[src/rtl/assert_macros.svh]
// Assertion macros for the RTL of the UTF-8 decoder; only the top level includes them.
// Needs clk_i and rst_ni in the scope of the module that uses them.
`ifndef ASSERT_MACROS_SVH
`define ASSERT_MACROS_SVH
`ifndef ASSERT_OFF
`define ASSERT_CLK(label, prop, msg) \
  label: assert property (@(posedge clk_i) disable iff (!rst_ni) prop) else $error(msg);
`define ASSERT_NEVER(label, expr, msg) \
  label: assert property (@(posedge clk_i) disable iff (!rst_ni) !(expr)) else $error(msg);
`else
`define ASSERT_CLK(label, prop, msg)
`define ASSERT_NEVER(label, expr, msg)
`endif
`endif

[src/rtl/u8dec_pkg.sv]
// Types and constants of the UTF-8 decoder.
// Used by u8dec_decode, the top level, the checker and the testbench; no dependencies.
`default_nettype none
package u8dec_pkg;

  localparam int unsigned CFG_IDX_W = 2;
  localparam logic [CFG_IDX_W-1:0] CFG_IDX_MODE     = 2'd0;
  localparam logic [CFG_IDX_W-1:0] CFG_IDX_CAPACITY = 2'd1;

  localparam logic [15:0] CAPACITY_RST = 16'd256;

  localparam logic [7:0] LEAD_1B_MAX = 8'h7F;
  localparam logic [7:0] LEAD_2B_MAX = 8'hDF;
  localparam logic [7:0] LEAD_3B_MAX = 8'hEF;
  localparam logic [7:0] LEAD_4B_MAX = 8'hF7;

  localparam logic [7:0] LATIN_HI_MASK = 8'h1C;
  localparam logic [7:0] LATIN_LO_MASK = 8'h03;
  localparam logic [7:0] LEAD_2B_MASK  = 8'h1F;
  localparam logic [7:0] LEAD_3B_MASK  = 8'h0F;
  localparam logic [7:0] CONT_MASK     = 8'h3F;

  typedef struct packed {
    logic [15:0] partial_code;
    logic [1:0]  bytes_left;
    logic        drop_sequence;
    logic [15:0] emitted_count;
  } state_t;

  typedef struct packed {
    logic [15:0] code_unit;
    logic        is_end;
    logic [15:0] char_count;
  } result_t;

endpackage
`default_nettype wire

[src/rtl/utf8_to_wide_or_latin1_decoder_unit.sv]
// UTF-8 string decoder: bytes in, 16-bit or latin-1 characters out.
// Each input byte is registered in the byte register, then decoded into the result register.
// Throughput: one byte per cycle; a skid register holds one extra result, input stalls once both are full.
// Reset (async, active low): mode wide, capacity 256, decode state and buffers empty.
// Depends on u8dec_pkg, u8dec_decode and assert_macros.svh.
`include "assert_macros.svh"
`default_nettype none
module utf8_to_wide_or_latin1_decoder_unit import u8dec_pkg::*; (
  input  logic                 clk_i,
  input  logic                 rst_ni,
  // configuration write channel
  input  logic                 cfg_valid_i,
  output logic                 cfg_ready_o,
  input  logic [CFG_IDX_W-1:0] cfg_index_i,
  input  logic [15:0]          cfg_data_i,
  // source bytes
  input  logic                 s_axis_tvalid,
  output logic                 s_axis_tready,
  input  logic [7:0]           s_axis_tdata,   // [7:0] byte_in
  // decoded characters
  output logic                 m_axis_tvalid,
  input  logic                 m_axis_tready,
  output logic [31:0]          m_axis_tdata,   // [15:0] code_unit, [31:16] char_count
  output logic                 m_axis_tlast    // is_end
);

  logic        mode_q;
  logic [15:0] cap_q;

  logic        s1_valid_q;
  logic [7:0]  s1_byte_q;

  state_t      st_q, st_d;
  logic        res_valid;
  result_t     res;

  logic        out_valid_q, skid_valid_q;
  result_t     out_q, skid_q;

  logic        adv, push, pop, in_xfer;

  assign cfg_ready_o   = 1'b1;
  assign adv           = !skid_valid_q;
  assign s_axis_tready = !s1_valid_q || adv;
  assign in_xfer       = s_axis_tvalid && s_axis_tready;
  assign push          = s1_valid_q && adv && res_valid;
  assign pop           = out_valid_q && m_axis_tready;

  u8dec_decode u_decode (
    .st_i       (st_q),
    .byte_i     (s1_byte_q),
    .latin_i    (mode_q),
    .capacity_i (cap_q),
    .st_o       (st_d),
    .res_valid_o(res_valid),
    .res_o      (res)
  );

  always_ff @(posedge clk_i or negedge rst_ni) begin
    if (!rst_ni) begin
      mode_q <= 1'b0;
      cap_q  <= CAPACITY_RST;
    end else if (cfg_valid_i) begin
      case (cfg_index_i)
        CFG_IDX_MODE:     mode_q <= cfg_data_i[0];
        CFG_IDX_CAPACITY: cap_q  <= cfg_data_i;
        default: ;
      endcase
    end
  end

  always_ff @(posedge clk_i or negedge rst_ni) begin
    if (!rst_ni) begin
      s1_valid_q   <= 1'b0;
      st_q         <= '0;
      out_valid_q  <= 1'b0;
      skid_valid_q <= 1'b0;
    end else begin
      if (s_axis_tready) s1_valid_q <= s_axis_tvalid;
      if (s1_valid_q && adv) st_q <= st_d;
      if (skid_valid_q) begin
        if (pop) skid_valid_q <= 1'b0;
      end else if (push) begin
        if (!out_valid_q || pop) out_valid_q <= 1'b1;
        else skid_valid_q <= 1'b1;
      end else if (pop) begin
        out_valid_q <= 1'b0;
      end
    end
  end

  always_ff @(posedge clk_i) begin
    if (in_xfer) s1_byte_q <= s_axis_tdata;
    if (skid_valid_q) begin
      if (pop) out_q <= skid_q;
    end else if (push) begin
      if (!out_valid_q || pop) out_q <= res;
      else skid_q <= res;
    end
  end

  assign m_axis_tvalid = out_valid_q;
  assign m_axis_tdata  = {out_q.char_count, out_q.code_unit};
  assign m_axis_tlast  = out_q.is_end;

  `ASSERT_CLK(a_skid_needs_main, skid_valid_q |-> out_valid_q, "skid full with main empty")
  `ASSERT_NEVER(a_push_into_full, push && skid_valid_q, "result lost: buffer full")
  `ASSERT_CLK(a_end_zero_code, out_valid_q && out_q.is_end |-> out_q.code_unit == 16'd0,
    "end transfer carries nonzero code unit")
  `ASSERT_CLK(a_zero_clears, s1_valid_q && adv && s1_byte_q == 8'd0 |=>
    st_q.emitted_count == 16'd0 && st_q.bytes_left == 2'd0, "zero byte did not clear state")

endmodule
`default_nettype wire

[src/rtl/u8dec_decode.sv]
// Next-state and result logic for one source byte of the UTF-8 decoder.
// Purely combinational; depends on u8dec_pkg.
`default_nettype none
module u8dec_decode import u8dec_pkg::*; (
  input  state_t      st_i,
  input  logic [7:0]  byte_i,
  input  logic        latin_i,
  input  logic [15:0] capacity_i,
  output state_t      st_o,
  output logic        res_valid_o,
  output result_t     res_o
);

  logic [16:0] cnt_inc;
  logic        room;
  logic [15:0] cont_code;
  logic [1:0]  left_dec;

  assign cnt_inc   = {1'b0, st_i.emitted_count} + 17'd1;
  // count < capacity - 1, capacity zero acting as one
  assign room      = cnt_inc < {1'b0, capacity_i};
  assign cont_code = {st_i.partial_code[9:0], 6'd0} | {8'd0, byte_i & CONT_MASK};
  assign left_dec  = st_i.bytes_left - 2'd1;

  always_comb begin
    st_o        = st_i;
    res_valid_o = 1'b0;
    res_o       = '{code_unit: 16'd0, is_end: 1'b0, char_count: cnt_inc[15:0]};
    if (byte_i == 8'd0) begin
      res_valid_o      = 1'b1;
      res_o.is_end     = 1'b1;
      res_o.char_count = st_i.emitted_count;
      st_o             = '0;
    end else if (st_i.bytes_left != 2'd0) begin
      st_o.partial_code = cont_code;
      st_o.bytes_left   = left_dec;
      if (left_dec == 2'd0) begin
        st_o.partial_code  = 16'd0;
        st_o.drop_sequence = 1'b0;
        if (!st_i.drop_sequence) begin
          res_valid_o        = 1'b1;
          res_o.code_unit    = cont_code;
          st_o.emitted_count = cnt_inc[15:0];
        end
      end
    end else if (byte_i <= LEAD_1B_MAX) begin
      if (room) begin
        res_valid_o        = 1'b1;
        res_o.code_unit    = {8'd0, byte_i};
        st_o.emitted_count = cnt_inc[15:0];
      end
    end else if (byte_i <= LEAD_2B_MAX) begin
      st_o.bytes_left = 2'd1;
      if (latin_i) begin
        st_o.partial_code  = {8'd0, byte_i & LATIN_LO_MASK};
        st_o.drop_sequence = ((byte_i & LATIN_HI_MASK) != 8'd0) || !room;
      end else begin
        st_o.partial_code  = {8'd0, byte_i & LEAD_2B_MASK};
        st_o.drop_sequence = !room;
      end
    end else if (byte_i <= LEAD_3B_MAX) begin
      st_o.bytes_left    = 2'd2;
      st_o.partial_code  = {8'd0, byte_i & LEAD_3B_MASK};
      st_o.drop_sequence = latin_i || !room;
    end else if (byte_i <= LEAD_4B_MAX) begin
      st_o.bytes_left    = 2'd3;
      st_o.partial_code  = 16'd0;
      st_o.drop_sequence = 1'b1;
    end
  end

endmodule
`default_nettype wire

[config.mk]
export PLATFORM = sky130hd
export DESIGN_NAME = utf8_to_wide_or_latin1_decoder_unit
export DESIGN_NICKNAME = d
export VERILOG_FILES = /design/src/rtl/u8dec_pkg.sv /design/src/rtl/utf8_to_wide_or_latin1_decoder_unit.sv /design/src/rtl/u8dec_decode.sv
export VERILOG_INCLUDE_DIRS = /design/src /design/src/rtl
export SDC_FILE = /design/constraint.sdc
export NUM_CORES = 1
export LEC_CHECK = 0
export BUFFER_PORTS_ARGS = -buffer_cell sky130_fd_sc_hd__buf_2
export CAP_MARGIN = 20
export CORE_MARGIN = 4
export CORE_UTILIZATION = 57
export CTS_CLUSTER_DIAMETER = 120
export DETAILED_ROUTE_END_ITERATION = 8
export PLACE_DENSITY = 0.76
export SYNTH_ARGS = -nofsm -noshare
export SYNTH_HDL_FRONTEND = slang
export SYNTH_HIERARCHICAL = 1
export SYNTH_SLANG_ARGS = --single-unit
[constraint.sdc]
create_clock -name clk_i -period 10.35 [get_ports clk_i]
set_input_delay 3.105 -clock clk_i [delete_from_list [all_inputs] [get_ports clk_i]]
set_output_delay 3.105 -clock clk_i [all_outputs]
set_load 0.1 [all_outputs]
==> impl_summary.log <==
INFO  metric post-dp-hpwl = 8140 um
INFO  metric numClockSinks = 123
INFO  metric post_drt_wl_per_cell = 17.2 um
INFO  metric holdCritPathClass = flop to flop
INFO  metric drtPass1Iterations = 5
INFO  metric finalPower = 0.00234 W
INFO  metric ios = 67
INFO  metric post-route-min-period = 4870 ps
INFO  metric max_cap_viol_count = 0
INFO  metric finalCritPeriodShare = 0.470
INFO  metric layout_common_cells = edfxtp_1, buf_2, mux2_2
INFO  metric worst_r2r_endpoint = m_axis_tdata[21]
INFO  metric cp-end-kind = primary output
INFO  metric die_width = 114 um
INFO  metric cpLargestDelayFamily = buffers and inverters
INFO  metric clock.fmax = 0.206 GHz
INFO  metric rr_worst_depth = 15
INFO  metric yosys_warnings = 6
INFO  metric preCtsSetupSlack = 5670 ps
INFO  metric numCtsBuffers = 17
INFO  metric grt_max_degree = 50
INFO  metric worst_setup_path_startpoint = skid_valid_q
INFO  metric dr.first_iter.drc_count = 218
INFO  metric dr_total_vias = 4037
INFO  metric tightestPinTransition = 1150 ps
INFO  metric worst_path_largest_cell_delay = 440 ps
INFO  metric r2r-start = st_q[0]
INFO  metric cp_max_fo = 39
INFO  metric antenna_violations_before_repair = 0
INFO  metric grt_pass1_vias = 3946
INFO  metric cell_by_cell_trace_of_the_critical_path = buf_4 > nand2_1 > buf_2
INFO  metric clk_pin_slew_worst_paths = 60 ps
INFO  metric synthesis.nets = 552
INFO  metric dieArea = 0.0130 mm^2
INFO  metric antenna_left = 0
INFO  metric most_common_cell_after_layout_fill_and_taps_aside = edfxtp_1
INFO  metric critical_path_startpoint_category = flop
INFO  metric grt_setup_unrepaired = no
INFO  metric timing.setup.tns = 0 ps
INFO  metric timing.setup.critical_path_class = flop to primary output
INFO  metric outcome = finished clean
INFO  metric postSynthCellCount = 505
INFO  metric timing.critical_path.slowest_stage_cell = buf_2
INFO  metric crit_end = s_axis_tready
INFO  metric io_buffer_count = 65
INFO  metric power.static_leakage = 3.11 nW
INFO  metric die_h = 114 um
INFO  metric remaining_routing_drc_violations = 0
INFO  metric critical_path_arrival = 1760 ps
INFO  metric powerDensity = 321 mW/mm^2
INFO  metric finalHoldViolCount = 0
INFO  metric overflow = 0
INFO  metric cts_setup_buffers = 0
INFO  metric post_route_cells_drive_above_1_share = 0.346
INFO  metric floorplan_core_area = 0.0109 mm^2
INFO  metric postRouteWirelength = 12200 um
INFO  metric h_tree_depth = 4
INFO  metric area_delta_synth_final = 13.9%
INFO  metric timing.critical_path.required = 7250 ps
INFO  metric finalSetupViolCount = 0
INFO  metric floorplan.initialDensity = 0.587
INFO  metric grt_use_total = 0.199
INFO  metric slew_headroom = 0.233
INFO  metric final-max-slew-violation-count = 0
INFO  metric number_of_buffers_inserted_for_hold_repair_after_clock_tree_synthesis = 0
INFO  metric critical_path_depth = 3
INFO  metric cp_num_buf_inv = 2
INFO  metric nets = 604
INFO  metric routabilityCongestion = 0.826
INFO  metric avgSynthCellArea = 12.7 um^2
INFO  metric filler_cell_count = 775
INFO  metric num_rows = 38
INFO  metric post_cts_resized = 0
INFO  metric worst_slack = 5480 ps
INFO  metric synth_cell_area = 0.00639 mm^2
INFO  metric vdd_drop_max = 0.280 mV
INFO  metric post_drt_via_cell_ratio = 5.69
INFO  metric n_antenna_cell = 0
INFO  metric latest_clock_arrival_within_the_worst_skew_pair = 520 ps
INFO  metric clock_tree_skew_after_final_layout = 6.82 ps
INFO  metric cts_buffer_depth = 2
INFO  metric cts-root-buf = clkbuf_8
INFO  metric grt_pass1_wl = 20100 um
INFO  metric clock_tree_from_tritoncts = done
INFO  metric setup.reg_to_reg.worst_slack = 5620 ps
worst min path at each step:
stage / from / endpoint / slack, ps / cells after the start
2_1_floorplan: st_q[10] / st_q[10] / 480 / 1
3_3_place_gp: cap_q[14] / cap_q[14] / 490 / 1
3_5_place_dp: cap_q[5] / cap_q[5] / 500 / 1
4_1_cts: cap_q[5] / cap_q[5] / 510 / 1
5_1_grt: cap_q[12] / cap_q[12] / 530 / 1
6_report: cap_q[5] / cap_q[5] / 510 / 1
metrics by stage:
stage | hold WS, ps | utilization | instances | instance area [um^2]
after global placement | 492 | 0.614 | 678 | 6690
after global routing | 534 | 0.668 | 710 | 7280
final | 506 | 0.668 | 710 | 7280
after detailed placement | 497 | 0.614 | 678 | 6690
after CTS | 512 | 0.668 | 710 | 7280
after floorplan | 476 | - | 505 | 6390
state kept, by name, summed over array words and instances (netlist names):
signal and flops:
m_axis_tdata 32, m_axis_tlast 1, s1_byte_q 8, skid_q 33
m_axis_tvalid 1, mode_q 1, st_q 29, cap_q 16
s1_valid_q 1, skid_valid_q 1
power by group:
group	total [W]	switching, W	leakage [nW]	internal [W]
registers	0.000770	0.0000839	1.33	0.000686
clock network	0.000592	0.000239	0.283	0.000352
logic	0.000976	0.000714	1.50	0.000263
area by class of cell:
cell class / count / area, um^2 / area share
Tap cell: 140 / 175 / 0.0241
Multi-Input combinational cell: 325 / 2630 / 0.361
Inverter: 22 / 82.6 / 0.0113
Timing Repair Buffer: 68 / 348 / 0.0478
Clock inverter: 15 / 178 / 0.0244
Clock buffer: 17 / 414 / 0.0569
Sequential cell: 123 / 3450 / 0.474
layer usage:
layer	track usage	up-vias	wire length [um]
li1	-	1920	-
met4	0.0792	0	202
met2	0.282	144	5330
met3	0.0446	21	829
met1	0.297	1952	5870
met5	0	-	0
(Power assumes the default switching activity.)
